`config.mk`:
```
export PLATFORM = sky130hd
export DESIGN_NAME = skvt_cell
export DESIGN_NICKNAME = d
export VERILOG_FILES = /design/src/assert_macros.svh /design/src/skvt_pkg.sv /design/src/skvt_cell.sv
export SDC_FILE = /design/constraint.sdc
export NUM_CORES = 1
export LEC_CHECK = 0
export BUFFER_PORTS_ARGS = -buffer_cell sky130_fd_sc_hd__buf_2
export CORE_AREA = 2 2 202 204
export CTS_BUF_LIST = sky130_fd_sc_hd__clkbuf_8
export CTS_CLUSTER_DIAMETER = 200
export CTS_CLUSTER_SIZE = 8
export DETAILED_ROUTE_END_ITERATION = 10
export DIE_AREA = 0 0 204 206
export HOLD_SLACK_MARGIN = 0.05
export SLEW_MARGIN = 30
export SYNTH_ARGS = -nofsm -noshare
export SYNTH_HDL_FRONTEND = slang
export SYNTH_SLANG_ARGS = --single-unit
export TNS_END_PERCENT = 50
```
`constraint.sdc`:
```
create_clock -name clk -period 16.69 [get_ports clk]
set_input_delay 0.8345 -clock clk [delete_from_list [all_inputs] [get_ports clk]]
set_output_delay 0.8345 -clock clk [all_outputs]
set_load 0.03 [all_outputs]
```
`src/assert_macros.svh`:
```
// Assertion macros used by the RTL file that checks itself.
// Depends on a clock named clk and an active-low reset named rst_n in scope.
`ifndef ASSERT_MACROS_SVH
`define ASSERT_MACROS_SVH

// Check prop at every rising edge of clk outside reset.
`define ASSERT_CLK(label, prop, msg) \
    label: assert property (@(posedge clk) disable iff (!rst_n) (prop)) \
        else $error(msg);

// Check that cond is followed by conseq at the next rising edge of clk.
`define ASSERT_NEXT(label, cond, conseq, msg) \
    label: assert property (@(posedge clk) disable iff (!rst_n) (cond) |=> (conseq)) \
        else $error(msg);

`endif

```
`src/skvt_pkg.sv`:
```
// Types and codes of the sorted key/value table.
// No dependencies; skvt_cell, the core and the testbench import it.
`timescale 1ns / 1ps
`default_nettype none

package skvt_pkg;

    localparam int KEY_W   = 32;
    localparam int NAME_W  = 64;
    localparam int VALUE_W = 32;

    localparam logic [2:0] MODE_INSERT = 3'd0;
    localparam logic [2:0] MODE_DELETE = 3'd1;
    localparam logic [2:0] MODE_UPDATE = 3'd2;
    localparam logic [2:0] MODE_SEARCH = 3'd3;
    localparam logic [2:0] MODE_DUMP   = 3'd4;

    localparam logic [2:0] STATUS_OK        = 3'd0;
    localparam logic [2:0] STATUS_DUPLICATE = 3'd1;
    localparam logic [2:0] STATUS_NOT_FOUND = 3'd2;
    localparam logic [2:0] STATUS_FULL      = 3'd3;
    localparam logic [2:0] STATUS_EMPTY     = 3'd4;

    typedef struct packed {
        logic [KEY_W-1:0]   key;
        logic [NAME_W-1:0]  name;
        logic [VALUE_W-1:0] value;
    } rec_t;

    typedef struct packed {
        logic cmp_en;
        logic ins_en;
        logic del_en;
        logic upd_en;
        rec_t rec;
    } cell_ctrl_t;

endpackage

`default_nettype wire

```
`src/skvt_cell.sv`:
```
// One slot of the sorted table: holds a record, compares it with the search key, shifts records
// to and from its neighbors and rewrites its value on update. Depends on skvt_pkg.
`timescale 1ns / 1ps
`default_nettype none

module skvt_cell
    import skvt_pkg::*;
(
    input  wire logic       clk,
    input  wire cell_ctrl_t ctrl,
    input  wire logic       occ,
    input  wire logic       left_lt,
    input  wire rec_t       left_rec,
    input  wire rec_t       right_rec,
    output rec_t            rec,
    output logic            lt,
    output logic            eq
);

    rec_t rec_reg;
    rec_t rec_next;
    logic lt_reg;
    logic eq_reg;

    always_comb
    begin
        rec_next = rec_reg;
        if (ctrl.ins_en && !lt_reg)
        begin
            rec_next = left_lt ? ctrl.rec : left_rec;
        end
        else if (ctrl.del_en && !lt_reg)
        begin
            rec_next = right_rec;
        end
        else if (ctrl.upd_en && eq_reg)
        begin
            rec_next.value = ctrl.rec.value;
        end
    end

    always_ff @(posedge clk)
    begin
        rec_reg <= rec_next;
        if (ctrl.cmp_en)
        begin
            lt_reg <= occ && (rec_reg.key < ctrl.rec.key);
            eq_reg <= occ && (rec_reg.key == ctrl.rec.key);
        end
    end

    assign rec = rec_reg;
    assign lt  = lt_reg;
    assign eq  = eq_reg;

endmodule

`default_nettype wire

```
== Word level (Yosys, flattened, before mapping) ==
Index checks and enable logic that the tools add are counted.

* Register bits: 130
* Bits in latches: 0
* RAM bits: 0
* Bits in read-only memories: 0
* Input port bits: 391
* Logic and storage cells: 20
* Memories kept: 0

* $add $sub $neg: 0
* $mul: 0
* Div/mod/pow operators: 0
* Order comparisons: 1
* Equal/unequal tests: 1
* Shift operators: 0
* Muxes and demuxes: 5
* Bitwise logic cells: 0
* Reductions and logical operators: 8

{| class="wikitable"
|+ Operators with widths
! kind !! number
|-
| $mux W128 || 2
|-
| $mux W96 || 1
|-
| $mux W32 || 2
|-
| $eq A32 B32 Y1 || 1
|-
| $lt A32 B32 Y1 || 1
|-
| $logic_and A1 B1 Y1 || 5
|-
| $reduce_bool A3 Y1 || 1
|-
| $reduce_bool A2 Y1 || 1
|-
| $logic_not A1 Y1 || 1
|}

== Logic depth before layout (Yosys ltp) ==
* Depth after elaboration: 4
* Mapped depth: 7

== Least setup slack after synthesis ==
Ideal clock, no wire load.

* Path type: input to register
* Start point: input ctrl[130] (netlist bit)
* End point: register rec_reg, in the netlist rec[10], data pin
* Arrival time: 6.234 ns
* Slack: 10.194 ns
* Cell stages on the path: 6
* Cells stage by stage: nor2_1 nor2_1 o21ai_2 buf_6 a222oi_1 inv_1

{| class="wikitable"
|+ RTL lines
! item !! line !! text
|-
| start: declaration || skvt_cell.sv:10 || <nowiki>input wire cell_ctrl_t ctrl,</nowiki>
|-
| end signal: assignment || skvt_cell.sv:44 || <nowiki>rec_reg <= rec_next;</nowiki>
|-
| end: declaration || skvt_cell.sv:20 || <nowiki>rec_t rec_reg;</nowiki>
|}

==> impl_metrics.xml <==
<?xml version="1.0" encoding="UTF-8"?>
<metrics>
  <group name="grt">
    <metric name="grt_start_max_net_pins" unit="">84</metric>
    <metric name="first_pass_grt_wire_length" unit="mm">37.9</metric>
    <metric name="antenna_found_initial" unit="">3</metric>
    <metric name="global_route.usage.total" unit="">0.122</metric>
    <metric name="overflow" unit="">0</metric>
    <metric name="first_global_vias" unit="">6821</metric>
  </group>
  <group name="power">
    <metric name="power" unit="µW">948</metric>
    <metric name="ir_drop" unit="mV">0.0447</metric>
    <metric name="power_report.internal_total" unit="µW">629</metric>
    <metric name="switching_power" unit="µW">319</metric>
    <metric name="leakage" unit="µW">0.00534</metric>
    <metric name="power_density" unit="mW/mm²">88.1</metric>
    <metric name="power.switching_fraction" unit="">0.336</metric>
    <metric name="power_frac_comb" unit="">0.277</metric>
    <metric name="power.sequential.fraction" unit="">0.439</metric>
    <metric name="clk_network_pwr_share" unit="">0.284</metric>
  </group>
  <group name="cells_and_area">
    <metric name="finalCoreUtilization" unit="">0.268</metric>
    <metric name="design.final.nets" unit="">1575</metric>
    <metric name="layoutNonFillerInstCount" unit="">1699</metric>
    <metric name="synthToLayoutAreaGrowth" unit="%">48.9</metric>
    <metric name="flip_flop_count_of_the_largest_register_all_copies_and_words_added" unit="">128</metric>
    <metric name="share_of_layout_cells_above_drive_strength_1" unit="">0.482</metric>
  </group>
  <group name="timing">
    <metric name="setup_tns" unit="ns">0</metric>
    <metric name="maxSlewViolCount" unit="">0</metric>
    <metric name="setup_viol" unit="">0</metric>
    <metric name="finalClockSkew" unit="ns">0.0194</metric>
    <metric name="fin_crit_sh" unit="">0.173</metric>
    <metric name="tightest_slew" unit="ns">0.988</metric>
    <metric name="fmax" unit="MHz">346</metric>
    <metric name="setup_repair_after_global_routing_missed_its_margin" unit="">false</metric>
    <metric name="finalWorstPathRequiredPeriod" unit="ns">2.89</metric>
    <metric name="max_slew_margin" unit="">0.341</metric>
    <metric name="report.final.hold_viol_count" unit="">0</metric>
  </group>
  <group name="clock_tree">
    <metric name="cts-root-buf" unit="">clkbuf_8</metric>
    <metric name="ctsHoldBuffers" unit="">0</metric>
    <metric name="cts_buffer_depth" unit="">2</metric>
    <metric name="clock-sinks" unit="">130</metric>
    <metric name="cts_tree" unit="">built</metric>
    <metric name="source_to_sink_clock_delay_at_the_later_pin_of_the_worst_skew_pair" unit="ns">0.47</metric>
    <metric name="ctsResizeCount" unit="">0</metric>
    <metric name="clk_pin_slew" unit="ns">0.07</metric>
    <metric name="ctsHtreeMaxLevel" unit="">4</metric>
    <metric name="cts.repair_timing.setup_buffer_count" unit="">0</metric>
    <metric name="cts_made_buffers" unit="">17</metric>
  </group>
  <group name="synthesis">
    <metric name="yosysWarnings" unit="">0</metric>
    <metric name="synth_flop_cell" unit="">edfxtp_1</metric>
    <metric name="synth.top_cell.area_share" unit="">0.540</metric>
    <metric name="cell_taking_the_most_area_after_synthesis" unit="">edfxtp_1</metric>
    <metric name="synthArstFlopShare" unit="">0</metric>
    <metric name="ys_top_cells_by_area" unit="">edfxtp_1 54%, mux2i_1 13%, o21ai_0 5.8%, ha_1 5.5%, nand2_1 5.5%</metric>
    <metric name="cell_area_after_technology_mapping" unit="mm²">0.00723</metric>
    <metric name="yosys_register_bits" unit="">130</metric>
    <metric name="synth_cells" unit="">647</metric>
    <metric name="syn_nets" unit="">1070</metric>
    <metric name="synth.yosys.seq_area_share" unit="">0.540</metric>
    <metric name="post_synth_edffs" unit="">130</metric>
    <metric name="syn-mean-instance-area" unit="µm²">11.2</metric>
    <metric name="synth_cell_type_count" unit="">31</metric>
  </group>
  <group name="route">
    <metric name="dr_pass1_iterations" unit="">6</metric>
    <metric name="totalWireLength" unit="mm">27.3</metric>
    <metric name="routed_wire_length_per_instance" unit="µm">16.0</metric>
    <metric name="drtAntennaViolNets" unit="">0</metric>
    <metric name="detailroute.via_count" unit="">7026</metric>
    <metric name="drc" unit="">0</metric>
    <metric name="drtIter0Drc" unit="">472</metric>
    <metric name="route.detailed.vias_per_inst" unit="">4.14</metric>
  </group>
  <group name="die">
    <metric name="horiz_die_dim" unit="µm">204</metric>
    <metric name="fp.dieArea" unit="mm²">0.0420</metric>
    <metric name="die_height" unit="µm">206</metric>
    <metric name="io_pins" unit="">521</metric>
    <metric name="placement_rows" unit="">74</metric>
    <metric name="floorplan.initialDensity" unit="">0.180</metric>
    <metric name="core-area" unit="mm²">0.0402</metric>
  </group>
  <group name="critical_path">
    <metric name="crit_required" unit="ns">16.90</metric>
    <metric name="setup.worst_path.class" unit="">flop to flop</metric>
    <metric name="worstSetupStartpointType" unit="">flop</metric>
    <metric name="cp-end-kind" unit="">flop</metric>
    <metric name="worst_ep_arrival" unit="ns">3.10</metric>
    <metric name="critical_path_fanouts_max" unit="">83</metric>
  </group>
  <group name="place">
    <metric name="place.port_buffers" unit="">520</metric>
    <metric name="place_congestion" unit="">0.822</metric>
    <metric name="dp_hpwl" unit="mm">21.9</metric>
    <metric name="post-place-cells" unit="">1665</metric>
  </group>
  <group name="status">
    <metric name="run_status" unit="">complete, no violations</metric>
  </group>
  <group name="job">
    <metric name="drv_cap" unit="">0</metric>
  </group>
  <group name="worst_hold_path">
    <metric name="hold_path_class" unit="">input port to flop</metric>
  </group>
</metrics>
[kinds of logic after synthesis]
kind of cell	synth area share
compound gates	0.134
fa+ha+maj	0.0554
buf+inv	0.0630
flops	0.540
mux	0.133
simple gates	0.0748
[final timing paths]
path	start	to	slack, ns	cells past startpoint
worst max-delay path	lt	rec[31]	13.80	5
worst min-delay path	ctrl[131]	eq	0.63	1
worst max register to register	lt	rec[31]	13.80	5
worst min register to register	rec[127]	lt	0.88	3
[metal layers]
metal,track usage,routed length [µm],vias up
li1,-,-,3406
met1,0.136,10600,3216
met2,0.211,13400,364
met3,0.0396,2410,38
met4,0.0580,855,2
met5,0,16,-
[worst max-delay path: stages, from the launching register on]
cell	delay (ns)
edfxtp_1	0.45
nand2b_4	0.46
buf_4	0.67
o21ai_4	0.40
a222oi_1	0.51
inv_1	0.08
[area by class of cell]
cell class | count | area [µm²]
Fill cell | 4326 | 29400
Sequential cell | 130 | 3900
Multi-Input combinational cell | 411 | 2900
Timing Repair Buffer | 527 | 2660
Tap cell | 532 | 666
Inverter | 65 | 244
Clock buffer | 17 | 234
Clock inverter | 15 | 141
Antenna cell | 2 | 5.00
[layout by cell type, fill, tap and decap left out, types with 2 or more instances in the layout]
cell	Yosys	routed
clkinv_4	0	2
nand2_1	106	106
nor2_1	4	2
o21ai_0	84	84
ha_1	32	32
bufinv_16	0	2
nor2_4	0	2
buf_2	22	519
buf_4	2	7
o21ai_1	16	16
nor3_1	2	2
nand4_1	4	4
nand3_1	4	4
clkbuf_8	0	17
a21oi_1	13	13
and4_1	2	2
inv_1	65	65
clkinvlp_4	0	3
nor2b_1	2	2
clkinv_1	0	5
edfxtp_1	130	130
inv_6	0	2
mux2i_1	96	96
diode_2	0	2
a222oi_1	32	32
a21o_1	2	2
[power groups by stage]
stage / combinational (µW) / clock [µW] / sequential (µW)
global placement: 260 / 0 / 424
finish: 262 / 269 / 416
CTS: 265 / 285 / 417
detailed placement: 265 / 0 / 424
global route: 286 / 297 / 420
floorplan: 85.2 / 0 / 493
[Yosys cell counts, types with 3 or more instances]
master	number
inv_1	65
nand3_1	4
buf_6	3
a21oi_1	13
nand4_1	4
nand2_1	106
mux2i_1	96
buf_2	22
clkbuf_1	14
edfxtp_1	130
ha_1	32
a222oi_1	32
o21ai_1	16
nor2_1	4
o21ai_0	84
[through the flow]
step / hold WS, ns / instance area, µm² / setup WS (ns)
after global routing: 0.578 / 10800 / 13.57
after CTS: 0.560 / 10800 / 13.79
after global placement: 0.844 / 10400 / 13.32
after floorplan: 0.947 / 7230 / 10.19
after detailed placement: 0.850 / 10400 / 13.36
final: 0.632 / 10800 / 13.80
No activity file was read; power rests on OpenSTA's default activity.
